==> config.mk <==
export PLATFORM = sky130hd
export DESIGN_NAME = three_step_walk_pair_finder
export DESIGN_NICKNAME = d
export VERILOG_FILES = /design/src/rtl/core/tswpf_pkg.sv /design/src/rtl/core/tswpf_front.sv /design/src/rtl/core/tswpf_back.sv /design/src/rtl/core/three_step_walk_pair_finder.sv
export SDC_FILE = /design/constraint.sdc
export NUM_CORES = 2
export LEC_CHECK = 0
export BUFFER_PORTS_ARGS = -buffer_cell sky130_fd_sc_hd__buf_2
export CAP_MARGIN = 20
export CORE_ASPECT_RATIO = 0.7
export CORE_MARGIN = 4
export CORE_UTILIZATION = 51
export CTS_BUF_LIST = sky130_fd_sc_hd__clkbuf_16
export CTS_CLUSTER_SIZE = 24
export DETAILED_ROUTE_END_ITERATION = 8
export PLACE_DENSITY = 0.66
export RECOVER_POWER = 25
export SYNTH_ARGS = -nofsm -noshare
export SYNTH_HDL_FRONTEND = slang
export SYNTH_SLANG_ARGS = --single-unit
export TNS_END_PERCENT = 1
==> constraint.sdc <==
create_clock -name clk -period 4.75 [get_ports clk]
set_input_delay 0.95 -clock clk [delete_from_list [all_inputs] [get_ports clk]]
set_output_delay 0.95 -clock clk [all_outputs]
set_load 0.1 [all_outputs]
==> src/rtl/core/tswpf_pkg.sv <==
// ----------------------------------------------------------------------------
// tswpf_pkg
// Shared types, codes and helpers of the three-step walk pair finder.
// ----------------------------------------------------------------------------
package tswpf_pkg;

	localparam int NODES   = 32;
	localparam int IDX_W   = $clog2(NODES);
	localparam int FIELD_W = 5;
	localparam int QDEPTH  = 2;
	localparam int QPTR_W  = $clog2(QDEPTH);
	localparam int QCNT_W  = $clog2(QDEPTH + 1);

	localparam logic [1:0] CMD_ADD   = 2'd0;
	localparam logic [1:0] CMD_QUERY = 2'd1;
	localparam logic [1:0] CMD_CLEAR = 2'd2;

	typedef logic [NODES-1:0] row_t;
	typedef logic [IDX_W-1:0] idx_t;

	typedef enum logic [1:0] {
		KIND_ADD,
		KIND_QUERY,
		KIND_ZERO,
		KIND_CLEAR
	} kind_t;

	typedef struct packed {
		kind_t kind;
		idx_t  a;
		idx_t  b;
	} req_t;

	function automatic row_t onehot(input idx_t idx);
		return row_t'(1) << idx;
	endfunction

endpackage

==> src/rtl/core/tswpf_front.sv <==
// ----------------------------------------------------------------------------
// tswpf_front
// Accepts requests, classifies them and queues all but unused codes and out-of-range adds.
// ----------------------------------------------------------------------------
module tswpf_front (
	input  logic                        clk,
	input  logic                        arst_n,
	input  logic                        start,
	output logic                        busy,
	input  logic [1:0]                  command,
	input  logic [tswpf_pkg::FIELD_W-1:0] node_a,
	input  logic [tswpf_pkg::FIELD_W-1:0] node_b,
	output tswpf_pkg::req_t             head,
	output logic                        head_valid,
	input  logic                        pop
);
	import tswpf_pkg::*;

	req_t              q_mem [QDEPTH];
	logic [QPTR_W-1:0] wptr_q;
	logic [QPTR_W-1:0] rptr_q;
	logic [QCNT_W-1:0] count_q;
	logic              accept;
	logic              keep;
	logic              in_range;
	req_t              cls;

	assign busy       = (count_q == QCNT_W'(QDEPTH));
	assign accept     = start && !busy;
	assign head_valid = (count_q != '0);
	assign head       = q_mem[rptr_q];
	assign in_range   = (int'(node_a) < NODES) && (int'(node_b) < NODES);

	always_comb begin
		cls.a = idx_t'(node_a);
		cls.b = idx_t'(node_b);
		cls.kind = KIND_ZERO;
		keep = 1'b0;
		unique case (command)
			CMD_ADD: begin
				cls.kind = KIND_ADD;
				keep = in_range;
			end
			CMD_QUERY: begin
				// out of range or self pair answers zero without touching the matrix
				cls.kind = (in_range && node_a != node_b) ? KIND_QUERY : KIND_ZERO;
				keep = 1'b1;
			end
			CMD_CLEAR: begin
				cls.kind = KIND_CLEAR;
				keep = 1'b1;
			end
			default: begin
				keep = 1'b0;
			end
		endcase
	end

	always_ff @(posedge clk) begin
		if (accept && keep) begin
			q_mem[wptr_q] <= cls;
		end
	end

	always_ff @(posedge clk or negedge arst_n) begin
		if (!arst_n) begin
			wptr_q  <= '0;
			rptr_q  <= '0;
			count_q <= '0;
		end else begin
			if (accept && keep) begin
				wptr_q <= wptr_q + 1'b1;
			end
			if (pop) begin
				rptr_q <= rptr_q + 1'b1;
			end
			count_q <= count_q + QCNT_W'(accept && keep) - QCNT_W'(pop);
		end
	end

`ifndef SYNTHESIS
	a_pop_nonempty: assert property (@(posedge clk) disable iff (!arst_n)
		pop |-> head_valid)
		else $error("pop from empty request queue");
	a_count_step: assert property (@(posedge clk) disable iff (!arst_n)
		(!pop && !(accept && keep)) |=> $stable(count_q))
		else $error("queue fill changed without push or pop");
`endif

endmodule

==> src/rtl/core/tswpf_back.sv <==
// ----------------------------------------------------------------------------
// tswpf_back
// Holds the adjacency matrix and carries out add, clear and query requests.
// ----------------------------------------------------------------------------
module tswpf_back (
	input  logic            clk,
	input  logic            arst_n,
	input  tswpf_pkg::req_t head,
	input  logic            head_valid,
	output logic            pop,
	output logic            done,
	output logic            related,
	output logic            direct
);
	import tswpf_pkg::*;

	localparam logic [2:0] ST_IDLE   = 3'd0;
	localparam logic [2:0] ST_ADD_RD = 3'd1;
	localparam logic [2:0] ST_ADD_WA = 3'd2;
	localparam logic [2:0] ST_ADD_WB = 3'd3;
	localparam logic [2:0] ST_Q_RA   = 3'd4;
	localparam logic [2:0] ST_Q_RB   = 3'd5;
	localparam logic [2:0] ST_Q_DIR  = 3'd6;
	localparam logic [2:0] ST_SCAN   = 3'd7;
	localparam logic [2:0] ST_DONE   = 3'd0;

	logic [2:0] state_q;
	logic       fin_q;
	req_t       cur_q;
	row_t       mem [NODES];
	row_t       rd_q;
	logic       rd_vld_q;
	row_t       rdat;
	logic [NODES-1:0] vld_q;
	idx_t       rd_addr;
	logic       wr_en;
	idx_t       wr_addr;
	row_t       wr_data;
	row_t       rowa_q;
	row_t       rowb_q;
	row_t       reach_q;
	row_t       reach_fin;
	logic       hit_q;
	idx_t       x_q;
	logic       done_q;
	logic       related_q;
	logic       direct_q;

	assign pop     = (state_q == ST_IDLE) && !fin_q && head_valid;
	assign done    = done_q;
	assign related = related_q;
	assign direct  = direct_q;
	assign rdat    = rd_vld_q ? rd_q : '0;

	always_comb begin
		rd_addr = cur_q.a;
		wr_en   = 1'b0;
		wr_addr = cur_q.a;
		wr_data = rdat | onehot(cur_q.b);
		unique case (state_q)
			ST_ADD_WA: begin
				wr_en   = 1'b1;
				rd_addr = cur_q.b;
			end
			ST_ADD_WB: begin
				wr_en   = 1'b1;
				wr_addr = cur_q.b;
				wr_data = rdat | onehot(cur_q.a);
			end
			ST_Q_RB: begin
				rd_addr = cur_q.b;
			end
			ST_SCAN: begin
				rd_addr = x_q;
			end
			default: begin
				rd_addr = cur_q.a;
			end
		endcase
	end

	// single write port, registered read port
	always_ff @(posedge clk) begin
		if (wr_en) begin
			mem[wr_addr] <= wr_data;
		end
		rd_q <= mem[rd_addr];
	end

	// walk a-x-y-b: union of the neighbor rows of a, minus a itself, against row b
	assign reach_fin = reach_q | (hit_q ? rdat : '0);

	always_ff @(posedge clk) begin
		unique case (state_q)
			ST_Q_RB: begin
				rowa_q <= rdat;
			end
			ST_Q_DIR: begin
				rowb_q  <= rdat;
				reach_q <= '0;
			end
			ST_SCAN: begin
				if (hit_q) begin
					reach_q <= reach_q | rdat;
				end
			end
			default: begin
				reach_q <= reach_q;
			end
		endcase
	end

	always_ff @(posedge clk or negedge arst_n) begin
		if (!arst_n) begin
			state_q   <= ST_IDLE;
			fin_q     <= 1'b0;
			cur_q     <= '0;
			vld_q     <= '0;
			rd_vld_q  <= 1'b0;
			hit_q     <= 1'b0;
			x_q       <= '0;
			done_q    <= 1'b0;
			related_q <= 1'b0;
			direct_q  <= 1'b0;
		end else begin
			done_q    <= 1'b0;
			related_q <= 1'b0;
			direct_q  <= 1'b0;
			rd_vld_q  <= vld_q[rd_addr];
			if (wr_en) begin
				vld_q[wr_addr] <= 1'b1;
			end
			unique case (state_q)
				ST_IDLE: begin
					if (fin_q) begin
						// end of walk search
						fin_q     <= 1'b0;
						done_q    <= 1'b1;
						related_q <= |(reach_fin & ~onehot(cur_q.a) & rowb_q);
					end else if (head_valid) begin
						cur_q <= head;
						unique case (head.kind)
							KIND_ADD: begin
								state_q <= ST_ADD_RD;
							end
							KIND_QUERY: begin
								state_q <= ST_Q_RA;
							end
							KIND_ZERO: begin
								done_q <= 1'b1;
							end
							KIND_CLEAR: begin
								vld_q <= '0;
							end
							default: begin
								state_q <= ST_IDLE;
							end
						endcase
					end
				end
				ST_ADD_RD: begin
					state_q <= ST_ADD_WA;
				end
				ST_ADD_WA: begin
					state_q <= ST_ADD_WB;
				end
				ST_ADD_WB: begin
					state_q <= ST_IDLE;
				end
				ST_Q_RA: begin
					state_q <= ST_Q_RB;
				end
				ST_Q_RB: begin
					state_q <= ST_Q_DIR;
				end
				ST_Q_DIR: begin
					if (rowa_q[cur_q.b]) begin
						done_q   <= 1'b1;
						direct_q <= 1'b1;
						state_q  <= ST_IDLE;
					end else begin
						x_q     <= '0;
						hit_q   <= 1'b0;
						state_q <= ST_SCAN;
					end
				end
				ST_SCAN: begin
					hit_q <= rowa_q[x_q];
					x_q   <= x_q + 1'b1;
					if (x_q == idx_t'(NODES - 1)) begin
						state_q <= ST_DONE;
						fin_q   <= 1'b1;
					end
				end
				default: begin
					state_q <= ST_IDLE;
				end
			endcase
		end
	end

`ifndef SYNTHESIS
	a_excl_result: assert property (@(posedge clk) disable iff (!arst_n)
		done |-> !(related && direct))
		else $error("result both direct and related");
	a_flag_needs_done: assert property (@(posedge clk) disable iff (!arst_n)
		(related || direct) |-> done)
		else $error("result flag without strobe");
	a_no_pop_busy: assert property (@(posedge clk) disable iff (!arst_n)
		(state_q != ST_IDLE) |-> !pop)
		else $error("request taken while sequencer busy");
`endif

endmodule

==> src/rtl/core/three_step_walk_pair_finder.sv <==
// A zero-answer query is answered straight from the request, an adjacent pair after reading
// both rows, otherwise after the walk search, which reads one adjacency row per node.
// The sequencer takes the next request only when it is done with the current one;
// a 2-entry request queue absorbs bursts.
// The result strobe lasts one cycle and cannot be stalled.
// Asynchronous active-low reset empties the queue and marks every matrix row as cleared.
// ----------------------------------------------------------------------------
// three_step_walk_pair_finder
// Adjacency matrix with edge add, clear and pair query for direct and 3-step links.
// ----------------------------------------------------------------------------
module three_step_walk_pair_finder (
	input  logic                          clk,
	input  logic                          arst_n,
	input  logic                          start,
	output logic                          busy,
	input  logic [1:0]                    command,
	input  logic [tswpf_pkg::FIELD_W-1:0] node_a,
	input  logic [tswpf_pkg::FIELD_W-1:0] node_b,
	output logic                          done,
	output logic                          related,
	output logic                          direct
);
	import tswpf_pkg::*;

	req_t head;
	logic head_valid;
	logic pop;

	tswpf_front u_front (
		.clk        (clk),
		.arst_n     (arst_n),
		.start      (start),
		.busy       (busy),
		.command    (command),
		.node_a     (node_a),
		.node_b     (node_b),
		.head       (head),
		.head_valid (head_valid),
		.pop        (pop)
	);

	tswpf_back u_back (
		.clk        (clk),
		.arst_n     (arst_n),
		.head       (head),
		.head_valid (head_valid),
		.pop        (pop),
		.done       (done),
		.related    (related),
		.direct     (direct)
	);

endmodule

Word-level counts from Yosys, hierarchy flattened
Memories as Yosys holds them, arrays and structs flattened. A register that Yosys moved wholly into a read port is not among the register bits.
Cells that the tools add are included.
Operators by class
  add/sub/neg operators: 5
  $lt $le $gt $ge: 5
  eq/ne operators: 21
  shift operators: 2
  multiplexer cells: 48
  bitwise logic cells: 9
  reductions and logical operators: 22
Operators with widths (number)
  2-to-1 mux 32 bit: 9
  bitwise OR 32 bit: 5
  bitwise AND 32 bit: 2
  case mux 32 bit (2 select lines): 1
  left shift 1 x 5 -> 32 bit (first input constant): 2
  inverter 32 bit: 1
  OR reduction 32 bit: 1
  less-than comparator 5 x 6 -> 1 bit (second input constant): 4
  case mux 3 bit (8 select lines): 1
  case mux 5 bit (2 select lines): 2
  2-to-1 mux 1 bit: 19
  binary-select mux 1 bit (select 5 bit): 3
  equality test 3 bit (second input constant): 4
  2-to-1 mux 3 bit: 4
  2-to-1 mux 5 bit: 2
  equality test 2 bit (second input constant): 4
  equality test 3 x 2 -> 1 bit (second input constant): 2
  inequality test 2 x 1 -> 1 bit (second input constant): 3
  case mux 1 bit (2 select lines): 3
  case mux 2 bit (3 select lines): 1
  case mux 3 bit (2 select lines): 1
  AND reduction 2 bit: 3
  nonzero test 2 bit: 3
  adder 5 x 1 -> 5 bit (second input constant): 1
  other kinds (21): 31
Word-level totals
  register bits after elaboration: 156
  bits in writable memories: 1048
  output and inout bits: 4
  word-level logic and storage cells: 131
  memories: 2
Memories
  u_back.mem: words 32, width 32, rd ports 1, clocked after memory_dff 1, wr ports 1, line tswpf_back.sv:30  | row_t mem [NODES];
  u_front.q_mem: words 2, width 12, rd ports 1, clocked after memory_dff 0, wr ports 1, line tswpf_front.sv:19  | req_t q_mem [QDEPTH];

Depth between registers and ports, before layout
  depth in word-level cells: 12
  depth in mapped cells: 14
  mapped depth without buffers: 8

Cells and area by module
Synthesis repeated with hierarchy kept, for this count alone.
Second synthesis, totals
  cells, all modules: 3129
  area, all modules: 48749.3 µm²
Modules (own cells, without submodules)
  tswpf_back: times used 1, cells an instance 3065, area each 47593.1 µm²
  tswpf_front: times used 1, cells an instance 64, area each 1156.1 µm²

Worst setup path before layout
Ideal clock, no wire load.
  path kind: register to register
  start point: register u_back.state_q[2]
  end point: memory u_back.mem[16][0] in the netlist's numbering (enable)
  data arrival time: 3.082 ns
  setup slack: 1.245 ns
  stages on the path, launching flop included: 9
  cells stage by stage: dfrtp_1 buf_2 nor2b_1 clkbuf_1 nand2_1 mux2i_1 nor2b_1 nand2_1 nor2_1
Between the ends
  word-level cells in the longest chain between the ends: 5
  elaborated cells on any way between the ends: 7
RTL lines
  start, declared: line tswpf_back.sv:27  | logic [2:0] state_q;
  start signal, assigned: line tswpf_back.sv:115  | state_q <= ST_IDLE;
  start signal, assigned: line tswpf_back.sv:144  | state_q <= ST_ADD_RD;
  start signal, assigned: line tswpf_back.sv:147  | state_q <= ST_Q_RA;
  equality test 3 x 2 -> 1 bit: line tswpf_back.sv:60  | unique case (state_q)
  OR reduction 2 bit (no source line)
  2-to-1 mux 1 bit: line tswpf_back.sv:60
  2-to-1 mux 1 bit: line tswpf_back.sv:84  | if (wr_en) begin
  2-to-1 mux 1 bit (implied by the code): line tswpf_back.sv:85  | mem[wr_addr] <= wr_data;
  end, declared: line tswpf_back.sv:30
Parallel ways exist; a longest one is shown, timed or not.

Worst setup path after layout
  start point: register u_back.state_q[2]
  end point: memory u_back.mem[5][2] in the netlist's numbering, data pin
Between the ends
  word-level cells in the longest chain between the ends: 2
RTL lines
  equality test 3 x 2 -> 1 bit: line tswpf_back.sv:60
  2-to-1 mux 32 bit: line tswpf_back.sv:60
  named net u_back.wr_data[2]: line tswpf_back.sv:38  | row_t wr_data;
The timed path passes the listed nets, and every way through them passes these cells.

==> flow_summary.json <==
{
  "io_pins": 19,
  "initial_utilization_pct": 51.7,
  "synth_edf_count": 1144,
  "drt_iter0_drc": 4035,
  "clockRootBuffer": "clkbuf_16",
  "syn_nets": 3529,
  "place_congestion": 0.935,
  "fin_skew_ns": 0.0300,
  "tns_ns": 0,
  "path_class": "reg -> reg",
  "finalNetCount": 3557,
  "grt_usage_pct": 26.4,
  "yosysUniqueCellTypes": 60,
  "crit_top_cell": "clkbuf_1",
  "die_w_um": 382,
  "grt_setup_unrepaired": "no",
  "status": "finished, violations left",
  "clk_pin_slew_ns": 0.06,
  "clock-sinks": 1236,
  "layout-drive-gt1-share_pct": 11.9,
  "yosys_warnings": 0,
  "tightestPinTransition_ns": 2.36,
  "post-dp-hpwl_um": 80700,
  "rows": 95,
  "finalCritPeriodShare_pct": 89.4,
  "ys_ff_latch": 1236,
  "maxCapViolCount": 6,
  "grt_pass1_vias": 29900,
  "hold_path.class": "reg -> reg",
  "antenna_found_initial": 0,
  "portBuffers": 18,
  "synthCells": 3510,
  "slowest_delay_ns": 1.13,
  "die_h_um": 270,
  "violations": "max-capacitance violations, max-slew violations",
  "crit_chain": "clkbuf_1, nor2b_1, clkbuf_1, nand2_1, or2_1, o221ai_2, clkbuf_1",
  "insertion_delay_ns": 0.73,
  "clk_path_buf_depth": 3,
  "htreeDepth": 3,
  "core_region_area_um2": 96500,
  "vias_per_cell": 6.44,
  "slew_violations": 207,
  "numCtsBuffers": 108,
  "die-area_um2": 103000,
  "synth_ff_type": "edfxtp_1",
  "wl_per_cell_um": 28.0,
  "fmax_mhz": 236,
  "critPathSlowestCell": "clkbuf_1",
  "worstPathRequired_ns": 5.05,
  "syn-cell-area_um2": 49900,
  "critPathLaunchType": "flop",
  "cts_tree": "yes",
  "yosysSeqAreaShare_pct": 73.1,
  "hold_violations": 0,
  "synth_area_per_cell_um2": 14.2,
  "area_delta_synth_final_pct": 12.8,
  "grt_pass1_wl_um": 204000,
  "grt_overflow": 0,
  "period_minus_slack_ns": 4.25,
  "vias": 31800,
  "grt_max_degree": 120,
  "route.detailed.drc": 0,
  "antenna_cells": 0,
  "first_pass_iters": 6,
  "hold_buffers": 0,
  "drt_wl_total_um": 138000,
  "ant_nets": 0,
  "ctsResizeCount": 0,
  "cp_max_fo": 32,
  "post_cts_buffers": 0,
  "finalSetupViolCount": 0,
  "cp-end-kind": "flop",
  "async_flop_share_pct": 4.85,
  "cp.arrival_ns": 4.54,
  "slew_headroom_pct": -57.5
}
==> layout make-up <==
cell class	instances	area [µm²]
Timing Repair Buffer	201	1860
Multi-Input combinational cell	1945	12600
Fill cell	7490	40200
Clock buffer	111	2780
Sequential cell	1236	36500
Tap cell	1309	1640
Inverter	46	173
Clock inverter	92	751
==> sequential cells by signal, summed over array words and instances (netlist names), 5 cells and up <==
register / count
u_front.q_mem: 24
u_back.x_q: 5
u_back.reach_q: 32
u_back.rowa_q: 32
u_back.vld_q: 32
u_back.rowb_q: 32
u_back.mem: 1024
u_back.rd_q: 32
u_back.cur_q: 10
==> cell usage after synthesis, types with 60 or more instances <==
cell type / count / area share (%)
and3_1: 207 / 2.6
a32oi_1: 71 / 1.2
mux2i_1: 85 / 1.7
a311oi_1: 66 / 1.2
a2111oi_0: 132 / 2.3
a211oi_1: 69 / 1.0
nand3_1: 155 / 1.6
o21a_1: 64 / 0.96
a31oi_1: 69 / 0.87
dfrtp_1: 60 / 3.0
edfxtp_1: 1144 / 69
nand2_1: 613 / 4.6
clkbuf_1: 204 / 1.5
nor2_1: 97 / 0.73
==> path summary, 6_finish.rpt <==
kind | startpoint | to | slack [ns] | cells past startpoint
max | u_back.state_q[2] | u_back.mem[5][2] | 0.50 | 7
min | u_back.vld_q[23] | u_back.vld_q[23] | 0.49 | 1
max reg2reg | u_back.state_q[2] | u_back.mem[5][2] | 0.50 | 7
min reg2reg | u_back.vld_q[23] | u_back.vld_q[23] | 0.49 | 1
max in group asynchronous | arst_n | u_back.vld_q[5] | 1.66 | 2
min in group asynchronous | arst_n | u_back.related | 0.96 | 1
==> layout by cell type, fill, tap and decap left out, drive strengths merged, types with 35 or more instances in the layout <==
master   synthesis  routed
clkbuf         205     145
o21a            64      64
dfrtp           60      60
o31ai           35      35
clkinv           1      51
a31oi           69      69
nand2          613     613
nor2            97      97
and3           207     207
a32oi           71      71
buf             78     167
edfxtp        1144    1144
o21ai           42      42
a2111oi        132     132
inv             45      72
mux2i           85      85
nand3          155     155
a211oi          70      70
a311oi          67      67
==> worst max-delay path: cells and delay by family, from the launching register on <==
family / cells / cell delay [ns]
simple gates: 3 / 1.04
flops: 1 / 0.61
buf+inv: 3 / 1.81
compound gates: 1 / 0.35
==> cell families (layout without fill, tap and decap cells) <==
kind of cell             after synthesis  after routing  share of synthesized area, %
AO/OA/AOI/OAI                        698            698                          11.0
AND/OR/NAND/NOR                     1122           1122                          10.1
buffers and inverters                329            450                          2.74
XOR/XNOR                              12             12                         0.211
adder cells (fa/ha/maj)                4              4                         0.100
flip-flops                          1236           1236                          73.1
multiplexers                         109            109                          2.70
==> metrics by stage <==
stage                     worst slack [ns]  instance area (µm²)  util, %  hold WS (ns)  std cells
after global routing                 0.302                56300     58.3         0.498       4940
after detailed placement             0.673                52900     54.8         0.473       4737
after CTS                            0.649                56400     58.5         0.408       4940
after global placement               0.681                52900     54.8         0.466       4737
after floorplan                       1.25                49900        -         0.456       3510
final                                0.505                56300     58.3         0.486       4940
==> layer usage <==
metal  up-vias  track usage, %  wire, µm
li1      13800               -         -
met1     16000            41.2     59900
met2      1826            37.2     59200
met3       228            6.85     15700
met4         0            6.43      3350
met5         -               0         0
Power is left out: the tool's default activity adds up to more than one toggle a clock period on the data nets, which glitch-free logic cannot reach.
